### src/sv/assert_macros.svh
// Assertion macros shared by the RTL files.
`ifndef ASSERT_MACROS_SVH
`define ASSERT_MACROS_SVH

// Check a property on every rising edge of clk, held off while in reset.
`define ASSERT_CLK(label, prop, msg) \
	label: assert property (@(posedge clk) disable iff (!arst_n) (prop)) else $error(msg);

// Check that cons holds in the cycle after ante.
`define ASSERT_NEXT(label, ante, cons, msg) \
	label: assert property (@(posedge clk) disable iff (!arst_n) (ante) |=> (cons)) \
		else $error(msg);

`endif

### src/sv/ppu_pkg.sv
// Package: constants, register codes and lane control type of the unwrap block.
`timescale 1ns / 1ps

package ppu_pkg;

	localparam int COORD_BITS_DEF = 32;
	localparam int OFF_BITS       = 48;
	localparam int PERIOD_BITS    = 31;
	localparam int WIDE_BITS      = OFF_BITS + 4;
	localparam int NUM_AXES       = 3;
	localparam int REG_IDX_BITS   = 2;

	localparam logic [REG_IDX_BITS-1:0] REG_PERIOD_X = 2'd0;
	localparam logic [REG_IDX_BITS-1:0] REG_PERIOD_Y = 2'd1;
	localparam logic [REG_IDX_BITS-1:0] REG_PERIOD_Z = 2'd2;

	localparam logic [PERIOD_BITS-1:0] PERIOD_RESET = 31'd65536;

	localparam logic signed [WIDE_BITS-1:0] OFF_HI =
		(WIDE_BITS'(1) <<< (OFF_BITS - 1)) - WIDE_BITS'(1);
	localparam logic signed [WIDE_BITS-1:0] OFF_LO = -OFF_HI - WIDE_BITS'(1);

	typedef struct packed {
		logic fire;       // item transferred this cycle
		logic start;      // item opens a new line
		logic have_prev;  // a point of the current line was already emitted
	} lane_ctl_t;

endpackage

### src/sv/ppu_in_if.sv
// Input channel: one wrapped point per transfer.
`timescale 1ns / 1ps

interface ppu_in_if import ppu_pkg::*; #(
	parameter int COORD_BITS = COORD_BITS_DEF
);
	logic                         valid;
	logic                         ready;
	logic signed [COORD_BITS-1:0] coord_x;
	logic signed [COORD_BITS-1:0] coord_y;
	logic signed [COORD_BITS-1:0] coord_z;
	logic                         line_start;

	modport source (output valid, coord_x, coord_y, coord_z, line_start, input ready);
	modport sink   (input valid, coord_x, coord_y, coord_z, line_start, output ready);
endinterface

### src/sv/ppu_out_if.sv
// Output channel: one unwrapped point per transfer.
`timescale 1ns / 1ps

interface ppu_out_if import ppu_pkg::*; #(
	parameter int COORD_BITS = COORD_BITS_DEF
);
	logic                         valid;
	logic                         ready;
	logic signed [COORD_BITS-1:0] unwrapped_x;
	logic signed [COORD_BITS-1:0] unwrapped_y;
	logic signed [COORD_BITS-1:0] unwrapped_z;
	logic                         saturated;

	modport source (output valid, unwrapped_x, unwrapped_y, unwrapped_z, saturated,
		input ready);
	modport sink   (input valid, unwrapped_x, unwrapped_y, unwrapped_z, saturated,
		output ready);
endinterface

### src/sv/ppu_lane.sv
// One axis lane: applies the wrap offset, tests the jump and keeps the lane state.
`timescale 1ns / 1ps

module ppu_lane import ppu_pkg::*; #(
	parameter int COORD_BITS = COORD_BITS_DEF
) (
	input  logic                         clk,
	input  logic                         arst_n,
	input  lane_ctl_t                    ctl,
	input  logic signed [COORD_BITS-1:0] coord,
	input  logic [PERIOD_BITS-1:0]       period,
	output logic signed [COORD_BITS-1:0] result,
	output logic                         sat
);

	localparam logic signed [WIDE_BITS-1:0] C_HI =
		(WIDE_BITS'(1) <<< (COORD_BITS - 1)) - WIDE_BITS'(1);
	localparam logic signed [WIDE_BITS-1:0] C_LO = -C_HI - WIDE_BITS'(1);

	logic signed [OFF_BITS-1:0]   off_q;
	logic signed [COORD_BITS-1:0] prev_q;

	logic signed [WIDE_BITS-1:0] c_w, off_w, prev_w, per_w, p_w, d2, off_n, p_n;
	logic signed [OFF_BITS-1:0]  off_c;
	logic                        hp, up, dn;

	always_comb begin
		hp     = ctl.have_prev && !ctl.start;
		c_w    = {{(WIDE_BITS-COORD_BITS){coord[COORD_BITS-1]}}, coord};
		off_w  = ctl.start ? '0 : {{(WIDE_BITS-OFF_BITS){off_q[OFF_BITS-1]}}, off_q};
		prev_w = {{(WIDE_BITS-COORD_BITS){prev_q[COORD_BITS-1]}}, prev_q};
		per_w  = {{(WIDE_BITS-PERIOD_BITS){1'b0}}, period};
		p_w    = c_w + off_w;
		d2     = (p_w - prev_w) <<< 1;
		up     = hp && (d2 > per_w);
		dn     = hp && !up && (d2 < -per_w);
		if (up) begin
			off_n = off_w - per_w;
			p_n   = p_w - per_w;
		end else if (dn) begin
			off_n = off_w + per_w;
			p_n   = p_w + per_w;
		end else begin
			off_n = off_w;
			p_n   = p_w;
		end
		// clamp the offset to its 48-bit range
		if (off_n > OFF_HI)
			off_c = OFF_HI[OFF_BITS-1:0];
		else if (off_n < OFF_LO)
			off_c = OFF_LO[OFF_BITS-1:0];
		else
			off_c = off_n[OFF_BITS-1:0];
		// clamp the point to the coordinate range
		sat = 1'b1;
		if (p_n > C_HI)
			result = C_HI[COORD_BITS-1:0];
		else if (p_n < C_LO)
			result = C_LO[COORD_BITS-1:0];
		else begin
			result = p_n[COORD_BITS-1:0];
			sat    = 1'b0;
		end
	end

	always_ff @(posedge clk or negedge arst_n) begin
		if (!arst_n) begin
			off_q  <= '0;
			prev_q <= '0;
		end else if (ctl.fire) begin
			off_q  <= off_c;
			prev_q <= result;
		end
	end

endmodule

### src/sv/ppu_merge.sv
// Merge stage: gathers the lane results into the output register.
`timescale 1ns / 1ps

module ppu_merge import ppu_pkg::*; #(
	parameter int COORD_BITS = COORD_BITS_DEF
) (
	input  logic                         clk,
	input  logic                         arst_n,
	input  logic                         fire,
	input  logic signed [COORD_BITS-1:0] lane_x,
	input  logic signed [COORD_BITS-1:0] lane_y,
	input  logic signed [COORD_BITS-1:0] lane_z,
	input  logic [NUM_AXES-1:0]          lane_sat,
	output logic                         accept_ok,
	ppu_out_if.source                    out_ch
);

	logic                         valid_q;
	logic signed [COORD_BITS-1:0] x_q, y_q, z_q;
	logic                         sat_q;

	// take a new result while empty or while the held one leaves
	assign accept_ok = !valid_q || out_ch.ready;

	always_ff @(posedge clk or negedge arst_n) begin
		if (!arst_n)
			valid_q <= 1'b0;
		else if (fire)
			valid_q <= 1'b1;
		else if (out_ch.ready)
			valid_q <= 1'b0;
	end

	always_ff @(posedge clk) begin
		if (fire) begin
			x_q   <= lane_x;
			y_q   <= lane_y;
			z_q   <= lane_z;
			sat_q <= |lane_sat;
		end
	end

	assign out_ch.valid       = valid_q;
	assign out_ch.unwrapped_x = x_q;
	assign out_ch.unwrapped_y = y_q;
	assign out_ch.unwrapped_z = z_q;
	assign out_ch.saturated   = sat_q;

endmodule

### src/sv/periodic_polyline_unwrap_top.sv
// A transferred point appears on the output register in the next cycle.
// Throughput: one point per cycle while the output register is empty or being taken;
//   each lane computes its next offset and previous point combinationally from the held ones.
// Reset (arst_n low, asynchronous): offsets, previous points and line state clear,
//   periods return to 1.0 (65536), the output register empties.
`timescale 1ns / 1ps
`include "assert_macros.svh"

module periodic_polyline_unwrap_top import ppu_pkg::*; #(
	parameter int COORD_BITS = COORD_BITS_DEF
) (
	input  logic                    clk,
	input  logic                    arst_n,
	ppu_in_if.sink                  in_ch,
	ppu_out_if.source               out_ch,
	input  logic                    wr_en,
	input  logic [REG_IDX_BITS-1:0] wr_index,
	input  logic [PERIOD_BITS-1:0]  wr_data
);

	// Period registers, one per axis.
	logic [PERIOD_BITS-1:0] period_q [NUM_AXES];

	always_ff @(posedge clk or negedge arst_n) begin
		if (!arst_n) begin
			for (int i = 0; i < NUM_AXES; i++)
				period_q[i] <= PERIOD_RESET;
		end else if (wr_en) begin
			case (wr_index)
				REG_PERIOD_X: period_q[0] <= wr_data;
				REG_PERIOD_Y: period_q[1] <= wr_data;
				REG_PERIOD_Z: period_q[2] <= wr_data;
				default: ;  // drop writes beyond the register list
			endcase
		end
	end

	// Handshake: ready follows the output register, so a result that waits
	// does not block the next transfer once it is taken.
	logic      accept_ok;
	logic      in_fire;
	logic      have_prev_q;
	lane_ctl_t ctl;

	assign in_ch.ready = accept_ok;
	assign in_fire     = in_ch.valid && accept_ok;

	assign ctl.fire      = in_fire;
	assign ctl.start     = in_ch.line_start;
	assign ctl.have_prev = have_prev_q;

	// Set once a point of the line has left; a line start re-arms it at once
	// because that point itself becomes the previous one.
	always_ff @(posedge clk or negedge arst_n) begin
		if (!arst_n)
			have_prev_q <= 1'b0;
		else if (in_fire)
			have_prev_q <= 1'b1;
	end

	// Lanes: one copy of the unwrap core per axis.
	logic signed [COORD_BITS-1:0] lane_in  [NUM_AXES];
	logic signed [COORD_BITS-1:0] lane_out [NUM_AXES];
	logic [NUM_AXES-1:0]          lane_sat;

	assign lane_in[0] = in_ch.coord_x;
	assign lane_in[1] = in_ch.coord_y;
	assign lane_in[2] = in_ch.coord_z;

	for (genvar a = 0; a < NUM_AXES; a++) begin : g_lane
		ppu_lane #(
			.COORD_BITS (COORD_BITS)
		) u_lane (
			.clk    (clk),
			.arst_n (arst_n),
			.ctl    (ctl),
			.coord  (lane_in[a]),
			.period (period_q[a]),
			.result (lane_out[a]),
			.sat    (lane_sat[a])
		);
	end

	// Merge: combine the lane results and hold them for the sink.
	ppu_merge #(
		.COORD_BITS (COORD_BITS)
	) u_merge (
		.clk       (clk),
		.arst_n    (arst_n),
		.fire      (in_fire),
		.lane_x    (lane_out[0]),
		.lane_y    (lane_out[1]),
		.lane_z    (lane_out[2]),
		.lane_sat  (lane_sat),
		.accept_ok (accept_ok),
		.out_ch    (out_ch)
	);

	`ASSERT_NEXT(a_fire_fills_out, in_fire, out_ch.valid, "transfer left no result")
	`ASSERT_CLK(a_empty_takes, !out_ch.valid |-> in_ch.ready, "empty output but input stalled")
	`ASSERT_NEXT(a_prev_only_on_fire, !in_fire, $stable(have_prev_q), "line state moved idle")
	`ASSERT_NEXT(a_period_x_write, wr_en && (wr_index == REG_PERIOD_X), period_q[0] == $past(wr_data), "period x not written")

endmodule

### src/flat_wrapper.sv
// flat-port wrapper written by rule: the top's interface ports become plain ports
module periodic_polyline_unwrap_top_flat import ppu_pkg::*;
#(
	parameter int COORD_BITS = COORD_BITS_DEF
)
  (clk, arst_n, wr_en, wr_index, wr_data, in_ch_valid, in_ch_coord_x, in_ch_coord_y, in_ch_coord_z, in_ch_line_start, in_ch_ready, out_ch_valid, out_ch_unwrapped_x, out_ch_unwrapped_y, out_ch_unwrapped_z, out_ch_saturated, out_ch_ready);
  ppu_in_if #(.COORD_BITS(COORD_BITS)) in_ch_i ();
  ppu_out_if #(.COORD_BITS(COORD_BITS)) out_ch_i ();
  input  logic clk;
  input  logic arst_n;
  input  logic wr_en;
  input  logic [REG_IDX_BITS-1:0] wr_index;
  input  logic [PERIOD_BITS-1:0] wr_data;
  input wire logic [$bits(in_ch_i.valid)-1:0] in_ch_valid;
  input wire logic [$bits(in_ch_i.coord_x)-1:0] in_ch_coord_x;
  input wire logic [$bits(in_ch_i.coord_y)-1:0] in_ch_coord_y;
  input wire logic [$bits(in_ch_i.coord_z)-1:0] in_ch_coord_z;
  input wire logic [$bits(in_ch_i.line_start)-1:0] in_ch_line_start;
  output wire logic [$bits(in_ch_i.ready)-1:0] in_ch_ready;
  output wire logic [$bits(out_ch_i.valid)-1:0] out_ch_valid;
  output wire logic [$bits(out_ch_i.unwrapped_x)-1:0] out_ch_unwrapped_x;
  output wire logic [$bits(out_ch_i.unwrapped_y)-1:0] out_ch_unwrapped_y;
  output wire logic [$bits(out_ch_i.unwrapped_z)-1:0] out_ch_unwrapped_z;
  output wire logic [$bits(out_ch_i.saturated)-1:0] out_ch_saturated;
  input wire logic [$bits(out_ch_i.ready)-1:0] out_ch_ready;
  assign in_ch_i.valid = in_ch_valid;
  assign in_ch_i.coord_x = in_ch_coord_x;
  assign in_ch_i.coord_y = in_ch_coord_y;
  assign in_ch_i.coord_z = in_ch_coord_z;
  assign in_ch_i.line_start = in_ch_line_start;
  assign in_ch_ready = in_ch_i.ready;
  assign out_ch_valid = out_ch_i.valid;
  assign out_ch_unwrapped_x = out_ch_i.unwrapped_x;
  assign out_ch_unwrapped_y = out_ch_i.unwrapped_y;
  assign out_ch_unwrapped_z = out_ch_i.unwrapped_z;
  assign out_ch_saturated = out_ch_i.saturated;
  assign out_ch_i.ready = out_ch_ready;
  periodic_polyline_unwrap_top #(.COORD_BITS(COORD_BITS)) u_core (.clk(clk), .arst_n(arst_n), .in_ch(in_ch_i), .out_ch(out_ch_i), .wr_en(wr_en), .wr_index(wr_index), .wr_data(wr_data));
endmodule
### config.mk
export PLATFORM = sky130hd
export DESIGN_NAME = periodic_polyline_unwrap_top_flat
export DESIGN_NICKNAME = d
export VERILOG_FILES = /design/src/sv/ppu_pkg.sv /design/src/sv/ppu_in_if.sv /design/src/sv/ppu_out_if.sv /design/src/sv/ppu_lane.sv /design/src/sv/ppu_merge.sv /design/src/sv/periodic_polyline_unwrap_top.sv /design/src/flat_wrapper.sv
export VERILOG_INCLUDE_DIRS = /design/src /design/src/sv
export SDC_FILE = /design/constraint.sdc
export NUM_CORES = 2
export LEC_CHECK = 0
export BUFFER_PORTS_ARGS = -buffer_cell sky130_fd_sc_hd__buf_2
export CAP_MARGIN = 10
export CORE_UTILIZATION = 40
export CTS_BUF_LIST = sky130_fd_sc_hd__clkbuf_2 sky130_fd_sc_hd__clkbuf_4 sky130_fd_sc_hd__clkbuf_8
export DETAILED_ROUTE_END_ITERATION = 6
export PLACE_DENSITY = 0.54
export RECOVER_POWER = 100
export SLEW_MARGIN = 10
export SYNTH_ARGS = -nofsm -noshare
export SYNTH_HDL_FRONTEND = slang
export SYNTH_SLANG_ARGS = --single-unit
### constraint.sdc
create_clock -name clk -period 10.3 [get_ports clk]
set_clock_uncertainty 0.05 [all_clocks]
set_input_delay 2.06 -clock clk [delete_from_list [all_inputs] [get_ports clk]]
set_output_delay 2.06 -clock clk [all_outputs]
set_load 0.05 [all_outputs]
==> flow_metrics.py <==
metrics = {
    "timing": {
        "finalMaxSlewViolations": 468,
        "hold_viol_final": 0,
        "relSlewSlack_pct": -191,
        "min_period_over_period_pct": 109,
        "timing.final.ws_setup_ns": -0.966,
        "worstMarginPinSlew_ns": 4.36,
        "rsz0062_at_grt": "true",
        "hold_ws_ns": 0.435,
        "period_minus_slack_ns": 11.27,
        "fmax_ghz": 0.0888,
        "setup_viol": 331,
    },
    "synth": {
        "avgSynthCellArea_um2": 7.32,
        "yosys.area.top_type": "ha_1",
        "synth_area_leaders": "ha_1 (14%), dfrtp_1 (12%), a21oi_1 (5.6%)",
        "yosysWarnings": 0,
        "synthArstFlopShare_pct": 77.5,
        "syn-num-nets": 10400,
        "synth_edf_count": 97,
        "synth-seq-cells": 432,
        "synth_common_cells": "nor2_1 (902), a21oi_1 (781), ha_1 (754)",
        "synth-main-ff-cell": "dfrtp_1",
        "synth.distinct_cells": 131,
        "seq_area_frac_synth_pct": 16.2,
        "syn_inst": 9504,
        "yosysMostFrequentCell": "nor2_1",
        "synth_top_area_share_pct": 13.6,
        "syn_area_um2": 69600,
    },
    "route": {
        "drc": 0,
        "wl_met2_mm": 148,
        "drt_first_iter_violations": 6589,
        "top_layer": "met5",
        "viasPerCell": 5.95,
        "detail-route-antenna-nets": 0,
        "wire_per_inst_um": 22.7,
        "vias": 83000,
        "firstDrtPassIters": 6,
        "met3WireLength_mm": 18.3,
        "drt_wl_total_mm": 317,
        "wl_met1_mm": 132,
    },
    "grt": {
        "grt_pass1_wl_mm": 476,
        "grt_max_degree": 166,
        "grt_usage_pct": 34.8,
        "antenna_found_initial": 32,
        "grt_pass1_vias": 80200,
        "grt_overflow_total": 0,
    },
    "placed_design": {
        "port_buffers": 233,
        "dpl.hpwl_mm": 248,
        "gp_congestion": 0.987,
        "placed_cells": 13600,
        "dpl-instance-area_um2": 88600,
    },
    "floorplanning": {
        "rows": 152,
        "initial_core_util_pct": 40.4,
        "coreArea_um2": 172000,
        "die_area_um2": 176000,
        "die_w_um": 419,
        "io-pin-count": 234,
        "die_y_um": 419,
    },
    "worst_hold_path": {
        "hold_path.class": "reg2reg",
    },
    "layout": {
        "syn_to_final_growth_pct": 35.5,
        "drive_gt1_share_pct": 27.3,
        "fin_cells": 14000,
        "final_util_pct": 54.8,
        "nets": 12500,
        "final_area_um2": 94300,
    },
    "run": {
        "max-cap-violations": 6,
    },
    "setup_path": {
        "crit_path_start_kind": "input pin",
        "cpPeakStageDelay_ns": 0.40,
        "critical_path_class": "in2reg",
        "end_kind": "register",
        "arrival_ns": 11.91,
        "slowest_stage": "or4_1",
        "crit_required_ns": 10.95,
        "path_max_fanout": 30,
        "cp_common_cell": "buf_4",
    },
    "clock_network": {
        "cts_num_sinks": 432,
        "cts_buffer_depth": 3,
        "clkTransAtPathRegs_ns": 0.06,
        "root_buffer": "clkbuf_8",
        "numCtsBuffers": 90,
        "htree_levels": 3,
        "cts_tree": "yes",
        "hold_buffers": 0,
        "clkLatencyLatePin_ns": 0.88,
    },
    "run_status": {
        "violations": "capacitance limit, slew limit, setup timing",
        "status": "complete, but fails checks",
    },
}
worst max-delay path, delay by kind of cell:
kind / cells / cell delay (ns)
fa+ha+maj: 4 / 1.10
compound gates: 28 / 5.26
xor+xnor: 2 / 0.40
buf+inv: 11 / 1.52
simple gates: 8 / 1.55
final cells by class:
cell class                      count  area, um2
Fill cell                       16800      77800
Multi-Input combinational cell   7928      56200
Timing Repair Buffer             2499      19400
Sequential cell                   432      11300
Tap cell                         2310       2890
Inverter                          599       2270
Clock buffer                      128       1610
Clock inverter                     40        543
Antenna cell                       21       52.6
final timing paths:
| path | start | to | slack (ns) | cells after the start |
|---|---|---|---|---|
| max in group asynchronous | arst_n | u_core.g_lane[2].u_lane.off_q[47]$_DFFE_PN0P_ | 1.36 | 3 |
| min | u_core.g_lane[1].u_lane.off_q[26]$_DFFE_PN0P_ | u_core.g_lane[1].u_lane.off_q[26]$_DFFE_PN0P_ | 0.43 | 2 |
| min in group asynchronous | arst_n | u_core.g_lane[0].u_lane.prev_q[30]$_DFFE_PN0P_ | 2.70 | 1 |
| max reg2reg | u_core.g_lane[1].u_lane.off_q[1]$_DFFE_PN0P_ | u_core.g_lane[1].u_lane.prev_q[3]$_DFFE_PN0P_ | -0.06 | 47 |
| min reg2reg | u_core.g_lane[1].u_lane.off_q[26]$_DFFE_PN0P_ | u_core.g_lane[1].u_lane.off_q[26]$_DFFE_PN0P_ | 0.43 | 2 |
| max | in_ch_line_start | u_core.g_lane[1].u_lane.prev_q[3]$_DFFE_PN0P_ | -0.97 | 53 |
cells in the final DEF, fill, tap and decap left out, types with 62 or more instances in the layout:
master,n
o21bai_1,132
nand2b_1,123
o22a_1,64
a21oi_1,753
nor3_1,181
xnor2_1,279
nand2_1,724
a221oi_1,91
nand3_1,200
and3_1,83
clkbuf_8,103
buf_2,130
inv_1,567
dfrtp_1,332
o21a_1,84
xor2_1,107
and2_1,66
o21ai_0,605
mux2_2,70
a21o_1,310
o211ai_1,117
a211oi_1,94
nor2_1,889
o22ai_1,209
nand4_1,120
clkbuf_1,106
ha_1,737
a22oi_1,62
edfxtp_1,97
a31oi_1,134
nor2b_1,183
o21ai_1,90
or3_1,67
buf_4,2132
o221ai_1,71
sequential cells by signal, indices dropped and copies added (netlist names):
signal and count:
u_core.u_merge.out_ch.unwrapped_x 32, u_core.u_merge.out_ch.saturated 1, u_core.u_merge.out_ch.unwrapped_y 32, u_core.g_lane.u_lane.off_q 144, u_core.period_q 93, u_core.have_prev_q 1, u_core.u_merge.out_ch.valid 1, u_core.g_lane.u_lane.prev_q 96
u_core.u_merge.out_ch.unwrapped_z 32
through the flow:
stage,worst slack (ns),TNS (ns)
global route,-1.43,-379.91
global placement,-3.75,-791.84
detailed placement,-3.73,-828.29
floorplan,-2.63,-697.52
CTS,-0.754,-165.22
finish,-0.966,-219.53
timing repair:
| item | CTS | global route |
|---|---|---|
| pin swaps | 173 | 40 |
| setup endpoints to repair | 336 | 337 |
| buffers inserted | 115 | 8 |
| hold endpoints to repair | 0 | 0 |
| resized for setup | 430 | 73 |
| gates cloned | 23 | 0 |
per-layer routing:
layer | global-route usage (%) | vias up
li1 | - | 39600
met1 | 43.2 | 39800
met2 | 58.6 | 2885
met3 | 4.01 | 689
met4 | 19.2 | 10
met5 | 0 | -
cell families after synthesis:
| logic type | Yosys count | synth area share (%) |
|---|---|---|
| adders and majority gates | 828 | 14.8 |
| xor gates and xnor gates | 426 | 5.42 |
| and+or+nand+nor | 3041 | 21.6 |
| DFF | 432 | 16.2 |
| AOI/OAI and AO/OA | 3525 | 33.8 |
| muxes | 108 | 1.72 |
| buffers and inverters | 1144 | 6.41 |
Power is not shown: default switching activity piles up to over one toggle a cycle in this logic, so the estimate is an artifact.
